<file path="config.mk">
export PLATFORM = sky130hd
export DESIGN_NAME = fit_policy_free_list_allocator
export DESIGN_NICKNAME = d
export VERILOG_FILES = /design/src/fla_pkg.sv /design/src/fla_cell.sv /design/src/fit_policy_free_list_allocator.sv
export SDC_FILE = /design/constraint.sdc
export NUM_CORES = 2
export LEC_CHECK = 0
export BUFFER_PORTS_ARGS = -buffer_cell sky130_fd_sc_hd__buf_2
export CAP_MARGIN = 10
export CORE_MARGIN = 5
export CORE_UTILIZATION = 30
export CTS_CLUSTER_DIAMETER = 60
export CTS_CLUSTER_SIZE = 24
export DETAILED_ROUTE_END_ITERATION = 6
export PLACE_DENSITY = 0.5
export SYNTH_ARGS = -nofsm -noshare
export SYNTH_HDL_FRONTEND = slang
export SYNTH_SLANG_ARGS = --single-unit
export TNS_END_PERCENT = 30
</file>
<file path="constraint.sdc">
create_clock -name aclk -period 16.3 [get_ports aclk]
set_input_delay 0 -clock aclk [delete_from_list [all_inputs] [get_ports aclk]]
set_output_delay 0 -clock aclk [all_outputs]
set_load 0.02 [all_outputs]
</file>
<file path="src/fla_pkg.sv">
`timescale 1ns / 1ps
// Shared types, constants and width helpers for the fit-policy free-list allocator.
// No dependencies.
package fla_pkg;

    localparam int ENTRIES   = 16;
    localparam int SIZE_BITS = 16;

    localparam int IDX_BITS  = (ENTRIES > 1) ? $clog2(ENTRIES) : 1;
    localparam int CNT_BITS  = $clog2(ENTRIES + 1);
    localparam int POS_BITS  = 4;
    localparam int FLD_BITS  = 16;

    typedef enum logic [1:0] {
        MODE_LOAD  = 2'd0,
        MODE_FIRST = 2'd1,
        MODE_WORST = 2'd2,
        MODE_BEST  = 2'd3
    } mode_t;

    typedef enum logic [1:0] {
        ST_ALLOCATED = 2'd0,
        ST_NO_SPACE  = 2'd1,
        ST_LOADED    = 2'd2,
        ST_FULL      = 2'd3
    } status_t;

    typedef enum logic [1:0] {
        UPD_NONE   = 2'd0,
        UPD_LOAD   = 2'd1,
        UPD_SHRINK = 2'd2,
        UPD_REMOVE = 2'd3
    } upd_op_t;

    // best-so-far candidate passed down the cell row
    typedef struct packed {
        logic                 found;
        logic [IDX_BITS-1:0]  idx;
        logic [SIZE_BITS-1:0] val;
    } token_t;

    // list update broadcast to all cells
    typedef struct packed {
        upd_op_t              op;
        logic [IDX_BITS-1:0]  idx;
    } upd_cmd_t;

    function automatic logic [POS_BITS-1:0] to_pos(input logic [IDX_BITS-1:0] idx);
        logic [IDX_BITS+POS_BITS-1:0] w;
        w = {{POS_BITS{1'b0}}, idx};
        return w[POS_BITS-1:0];
    endfunction

    function automatic logic [FLD_BITS-1:0] to_fld(input logic [SIZE_BITS-1:0] v);
        logic [SIZE_BITS+FLD_BITS-1:0] w;
        w = {{FLD_BITS{1'b0}}, v};
        return w[FLD_BITS-1:0];
    endfunction

    function automatic logic [SIZE_BITS-1:0] from_fld(input logic [FLD_BITS-1:0] v);
        logic [SIZE_BITS+FLD_BITS-1:0] w;
        w = {{SIZE_BITS{1'b0}}, v};
        return w[SIZE_BITS-1:0];
    endfunction

endpackage

</file>
<file path="src/fla_cell.sv">
`timescale 1ns / 1ps
// One list slot: holds a free block size, folds it into the passing candidate,
// and applies load / shrink / shift-up updates. Depends on fla_pkg.
module fla_cell import fla_pkg::*; (
    input  logic                 aclk,
    input  logic [IDX_BITS-1:0]  cell_idx,
    input  logic                 cell_valid,
    input  mode_t                mode,
    input  logic [SIZE_BITS-1:0] req,
    input  upd_cmd_t             cmd,
    input  logic [SIZE_BITS-1:0] nb_val,
    input  token_t               tok_in,
    output token_t               tok_out,
    output logic [SIZE_BITS-1:0] val_out
);

    logic [SIZE_BITS-1:0] val_reg, val_next;
    token_t               tok_reg, tok_next;
    logic                 fits;

    always_comb begin
        fits     = cell_valid && (val_reg >= req);
        tok_next = tok_in;
        if (fits) begin
            if (!tok_in.found) begin
                tok_next = '{found: 1'b1, idx: cell_idx, val: val_reg};
            end else if (mode == MODE_WORST && val_reg > tok_in.val) begin
                tok_next = '{found: 1'b1, idx: cell_idx, val: val_reg};
            end else if (mode == MODE_BEST && val_reg < tok_in.val) begin
                tok_next = '{found: 1'b1, idx: cell_idx, val: val_reg};
            end
        end
    end

    always_comb begin
        val_next = val_reg;
        case (cmd.op)
            UPD_LOAD: begin
                if (cmd.idx == cell_idx) val_next = req;
            end
            UPD_SHRINK: begin
                if (cmd.idx == cell_idx) val_next = val_reg - req;
            end
            UPD_REMOVE: begin
                // close the gap: everything at or after the removed slot moves up
                if (cell_idx >= cmd.idx) val_next = nb_val;
            end
            default: val_next = val_reg;
        endcase
    end

    always_ff @(posedge aclk) begin
        val_reg <= val_next;
        tok_reg <= tok_next;
    end

    assign tok_out = tok_reg;
    assign val_out = val_reg;

endmodule

</file>
<file path="src/fit_policy_free_list_allocator.sv">
`timescale 1ns / 1ps
// Top level of the fit-policy free-list allocator: control, entry count,
// row of fla_cell slots and result register. Depends on fla_pkg, fla_cell.
//
//  channel | ports                                        | direction
//  s_      | s_valid s_ready s_mode s_size s_request_id   | request in
//  m_      | m_valid m_ready m_status m_position          | result out
//          | m_granted_size m_leftover_size m_block_removed m_echo_id
//
// Load request steps: accept, update. Fit request steps: accept, scan, update;
// the candidate travels one cell per cycle down the row of ENTRIES cells.
// Reset empties the list (entry count to zero); slot contents need no reset.
// A result waiting on m_ready does not block the next request's search;
// only the final update step waits for the result register to free up.
module fit_policy_free_list_allocator import fla_pkg::*; (
    input  logic                aclk,
    input  logic                aresetn,
    input  logic                s_valid,
    output logic                s_ready,
    input  logic [1:0]          s_mode,
    input  logic [FLD_BITS-1:0] s_size,
    input  logic [FLD_BITS-1:0] s_request_id,
    output logic                m_valid,
    input  logic                m_ready,
    output logic [1:0]          m_status,
    output logic [POS_BITS-1:0] m_position,
    output logic [FLD_BITS-1:0] m_granted_size,
    output logic [FLD_BITS-1:0] m_leftover_size,
    output logic                m_block_removed,
    output logic [FLD_BITS-1:0] m_echo_id
);

    typedef enum logic [2:0] {
        S_IDLE = 3'b001,
        S_SCAN = 3'b010,
        S_DONE = 3'b100
    } state_t;

    state_t                state_reg, state_next;
    logic [IDX_BITS-1:0]   scan_cnt_reg, scan_cnt_next;
    logic [CNT_BITS-1:0]   count_reg, count_next;

    mode_t                 mode_reg;
    logic [SIZE_BITS-1:0]  req_reg;
    logic [FLD_BITS-1:0]   id_reg;

    logic                  m_valid_reg, m_valid_next;
    status_t               status_reg, status_next;
    logic [POS_BITS-1:0]   pos_reg, pos_next;
    logic [FLD_BITS-1:0]   granted_reg, granted_next;
    logic [FLD_BITS-1:0]   left_reg, left_next;
    logic                  removed_reg, removed_next;
    logic [FLD_BITS-1:0]   echo_reg;

    token_t                tok [ENTRIES+1];
    logic [SIZE_BITS-1:0]  vals [ENTRIES];
    upd_cmd_t              cmd;
    logic                  accept, finish, out_free;
    logic [SIZE_BITS-1:0]  rest;

    assign s_ready  = (state_reg == S_IDLE);
    assign accept   = s_valid && s_ready;
    assign out_free = !m_valid_reg || m_ready;
    assign finish   = (state_reg == S_DONE) && out_free;

    assign tok[0] = '0;

    for (genvar i = 0; i < ENTRIES; i++) begin : g_cell
        logic [SIZE_BITS-1:0] nb;
        if (i < ENTRIES - 1) begin : g_nb
            assign nb = vals[i+1];
        end else begin : g_last
            assign nb = '0;
        end
        fla_cell u_cell (
            .aclk       (aclk),
            .cell_idx   (IDX_BITS'(i)),
            .cell_valid (CNT_BITS'(i) < count_reg),
            .mode       (mode_reg),
            .req        (req_reg),
            .cmd        (cmd),
            .nb_val     (nb),
            .tok_in     (tok[i]),
            .tok_out    (tok[i+1]),
            .val_out    (vals[i])
        );
    end

    always_comb begin
        state_next    = state_reg;
        scan_cnt_next = scan_cnt_reg;
        case (state_reg)
            S_IDLE: begin
                if (accept) begin
                    scan_cnt_next = '0;
                    state_next    = (mode_t'(s_mode) == MODE_LOAD) ? S_DONE : S_SCAN;
                end
            end
            S_SCAN: begin
                scan_cnt_next = scan_cnt_reg + 1'b1;
                if (scan_cnt_reg == IDX_BITS'(ENTRIES - 1)) state_next = S_DONE;
            end
            S_DONE: begin
                if (out_free) state_next = S_IDLE;
            end
            default: state_next = S_IDLE;
        endcase
    end

    // final step: decide the result and the list update
    always_comb begin
        cmd          = '{op: UPD_NONE, idx: '0};
        count_next   = count_reg;
        status_next  = ST_NO_SPACE;
        pos_next     = '0;
        granted_next = '0;
        left_next    = '0;
        removed_next = 1'b0;
        rest         = tok[ENTRIES].val - req_reg;
        if (mode_reg == MODE_LOAD) begin
            if (count_reg == CNT_BITS'(ENTRIES)) begin
                status_next = ST_FULL;
            end else begin
                status_next = ST_LOADED;
                pos_next    = to_pos(count_reg[IDX_BITS-1:0]);
                left_next   = to_fld(req_reg);
                cmd         = '{op: UPD_LOAD, idx: count_reg[IDX_BITS-1:0]};
                count_next  = count_reg + 1'b1;
            end
        end else if (tok[ENTRIES].found) begin
            status_next  = ST_ALLOCATED;
            pos_next     = to_pos(tok[ENTRIES].idx);
            granted_next = to_fld(req_reg);
            left_next    = to_fld(rest);
            if (rest == '0) begin
                removed_next = 1'b1;
                cmd          = '{op: UPD_REMOVE, idx: tok[ENTRIES].idx};
                count_next   = count_reg - 1'b1;
            end else begin
                cmd = '{op: UPD_SHRINK, idx: tok[ENTRIES].idx};
            end
        end
        if (!finish) begin
            cmd        = '{op: UPD_NONE, idx: '0};
            count_next = count_reg;
        end
    end

    always_comb begin
        m_valid_next = m_valid_reg;
        if (finish)       m_valid_next = 1'b1;
        else if (m_ready) m_valid_next = 1'b0;
    end

    always_ff @(posedge aclk) begin
        if (!aresetn) begin
            state_reg    <= S_IDLE;
            scan_cnt_reg <= '0;
            count_reg    <= '0;
            m_valid_reg  <= 1'b0;
        end else begin
            state_reg    <= state_next;
            scan_cnt_reg <= scan_cnt_next;
            count_reg    <= count_next;
            m_valid_reg  <= m_valid_next;
        end
    end

    always_ff @(posedge aclk) begin
        if (accept) begin
            mode_reg <= mode_t'(s_mode);
            req_reg  <= from_fld(s_size);
            id_reg   <= s_request_id;
        end
        if (finish) begin
            status_reg  <= status_next;
            pos_reg     <= pos_next;
            granted_reg <= granted_next;
            left_reg    <= left_next;
            removed_reg <= removed_next;
            echo_reg    <= id_reg;
        end
    end

    assign m_valid         = m_valid_reg;
    assign m_status        = status_reg;
    assign m_position      = pos_reg;
    assign m_granted_size  = granted_reg;
    assign m_leftover_size = left_reg;
    assign m_block_removed = removed_reg;
    assign m_echo_id       = echo_reg;

endmodule
</file>
==> metrics.cfg <==
[placement]
io_buffer_count=94
dp_worst_setup_slack_ns=10.44
place_congestion=0.878
dpl.cell_count=6581
dp_hpwl_mm=112

[setup_path]
slowest_delay_ns=0.80
r2r_cells=14
timing.rr.end=g_cell[2].u_cell.val_out[8]
critPathRequiredTime_ns=16.57
r2r-start=req_reg[2]
crit_chain=inv_1 > buf_4 > ha_1 > nor2b_1 > o31ai_2 > a21oi_2 > or3_4 > a2111oi_4 > nand4bb_1 > nor4_2 > buf_4 > buf_12 > nand3_1 > a21oi_2
crit_path_top_delay_cell=a21oi_2
arrival_ns=6.08
worstSetupEndpointType=flop
critPathLaunchType=flop
rrSetupSlack_ns=10.50
crit_fanout=133
critPathKind=reg -> reg

[synth]
synth-main-ff-cell=edfxtp_1
synth_enable_flop_cells=345
avgSynthCellArea_um2=9.53
synthArstFlopShare_pct=0
ys_types=87
ys_warn_count=0
synth_area_mm2=0.0443
ys_top_cells_by_area=edfxtp_1 23%, dfxtp_1 15%, ha_1 15%, mux2_2 5.6%, nand2_1 4.2%
synth-seq-cells=679
synth_top_area_cell=edfxtp_1
synth_top_cell_area_share_pct=23.4
yosysSeqAreaShare_pct=38.5
syn_nets=5213
syn_inst=4642

[routing]
num_vias=36400
viasPerCell=5.37
drtAntennaViolNets=0
drc=0
drtIter0Drc=2843
wirelength_mm=157
drt_pass1_iterations=6
wire_per_inst_um=23.2

[sta]
fmax_mhz=172
worst_pin_slew_ns=1.24
timing.final.crit_share_pct=35.6
hold_viol=0
setup_tns_ns=0
slew_viol_final=0
setup_violations=0
fin_ws_ns=10.50
slew_headroom_pct=17.5
rsz0062_at_grt=no
period_needed_ns=5.80
fin_skew_ns=0.0252

[pwr]
power.density_mw_per_mm2=104
p_int_mw=3.51
switchingPower_mw=1.75
p_comb_share_pct=24.5
finalPower_mw=5.26
clkPwrFrac_pct=39.6
ir_drop_v=0.0000665
p_sw_share_pct=33.3
power_frac_seq_pct=35.9
p_leak_nw=20.0

[global_route]
grt_use_total_pct=19.4
antenna_found_initial=9
grt.overflow.total=0
grt_pass1_vias=34900
grt_max_degree=134
grt_pass1_wl_mm=230

[floorplan]
die-area_mm2=0.155
io_pins=95
start_util_pct=30.1
die_h_um=394
rows=141
core_mm2=0.147
dieWidth_um=394

[finish]
final_cells=6780
final_cell_mix=516 x ha_1, 490 x nand2_1, 345 x edfxtp_1
largest_register_ffs=321
layout_commonest_cell=ha_1
nets=5349
drive_above_1_share_pct=13.3
area_growth_pct=14.3

[worst_hold_path]
hold_end=id_reg[0]
min_path_cells=2
worstHoldStart=s_request_id[0]
hold_path_class=in -> reg

[clock_tree]
htreeDepth=3
numCtsBuffers=85
hold_buffers=40
clock_sinks=679
tritoncts=yes
clk_latency_ns=0.67
root_buffer=clkbuf_16
cts_resized=0
cts_setup_buffers=0
clk_pin_slew_ns=0.09
cts_buffer_depth=3

[run]
maxCapViolations=0

[run_status]
outcome=completed

metal layers:
layer,up-vias,routed length [um],global-route usage [%]
li1,17300,-,-
met1,17600,71000,26.6
met2,1149,72700,32.1
met3,266,8610,2.38
met4,0,4920,6.13
met5,-,0,0
worst max-delay path: cells and delay by family (launching register included):
| kind | cells | cell delay (ns) |
|---|---|---|
| AOI/OAI and AO/OA | 4 | 1.70 |
| adders and majority gates | 1 | 0.37 |
| buffers and inverters | 4 | 1.79 |
| DFF | 1 | 0.43 |
| and+or+nand+nor | 5 | 1.09 |
power groups by stage:
stage               Combinational (mW)  Sequential [mW]  Clock, mW
global placement                  1.25             1.93          0
floorplan                        0.862             1.92          0
finish                            1.29             1.89       2.09
global route                      1.40             1.89       2.20
detailed placement                1.26             1.93          0
CTS                               1.27             1.89       2.12
Yosys cell counts, types with 16 or more instances:
cell	instances
a211oi_1	44
a21o_1	103
a21oi_1	264
a22o_1	16
a311oi_1	18
a31oi_1	205
and2_1	38
and3_1	22
buf_2	22
buf_4	26
clkbuf_1	94
dfxtp_1	334
edfxtp_1	345
fa_1	17
ha_1	516
inv_1	343
mux2_1	24
mux2_2	219
mux2i_1	26
nand2_1	491
nand2b_1	54
nand3_1	91
nand4_1	74
nor2_1	246
nor2b_1	68
nor3_1	116
nor4_1	16
o211ai_1	37
o21a_1	71
o21ai_0	184
o21bai_1	31
o22ai_1	17
o31ai_1	27
or2_2	46
or3_1	34
xnor2_1	107
xor2_1	75
how the worst max path moves through the flow:
| stage | slack [ns] | to | cells after the start | from |
|---|---|---|---|---|
| floorplan | 10.88 | g_cell[10].u_cell.val_out[0] | 13 | req_reg[1] |
| global placement | 10.49 | g_cell[2].u_cell.val_out[3] | 14 | req_reg[2] |
| detailed placement | 10.44 | g_cell[2].u_cell.val_out[3] | 14 | req_reg[2] |
| CTS | 10.41 | g_cell[2].u_cell.val_out[8] | 14 | req_reg[2] |
| global route | 10.10 | g_cell[2].u_cell.val_out[8] | 14 | req_reg[2] |
| finish | 10.50 | g_cell[2].u_cell.val_out[8] | 14 | req_reg[2] |
kinds of logic after synthesis:
kind of cell    count (synthesis)  share of synthesized area, %
flops                         679                          38.5
fa+ha+maj                     533                          15.4
mux                           269                          6.77
simple gates                 1336                          14.3
buf+inv                       498                          4.59
xor+xnor                      182                          3.60
compound gates               1145                          16.8
layout make-up:
type                            instances  area (um^2)
Tap cell                             1930         2410
Sequential cell                       679        17000
Inverter                              346         1300
Clock inverter                         63          818
Timing Repair Buffer                  201         1390
Multi-Input combinational cell       3465        25400
Fill cell                           15100        96500
Clock buffer                           95         2270
Antenna cell                            1         2.50
per-stage QoR:
stage          hold slack (ns)  utilization, %  area (um^2)
2_1_floorplan           0.0989               -        44300
3_3_place_gp             0.177            32.0        47100
3_5_place_dp             0.180            32.0        47100
4_1_cts                0.00213            34.4        50600
5_1_grt                 0.0126            34.4        50600
6_report                0.0348            34.4        50600
No activity file was read; power rests on OpenSTA's default activity.
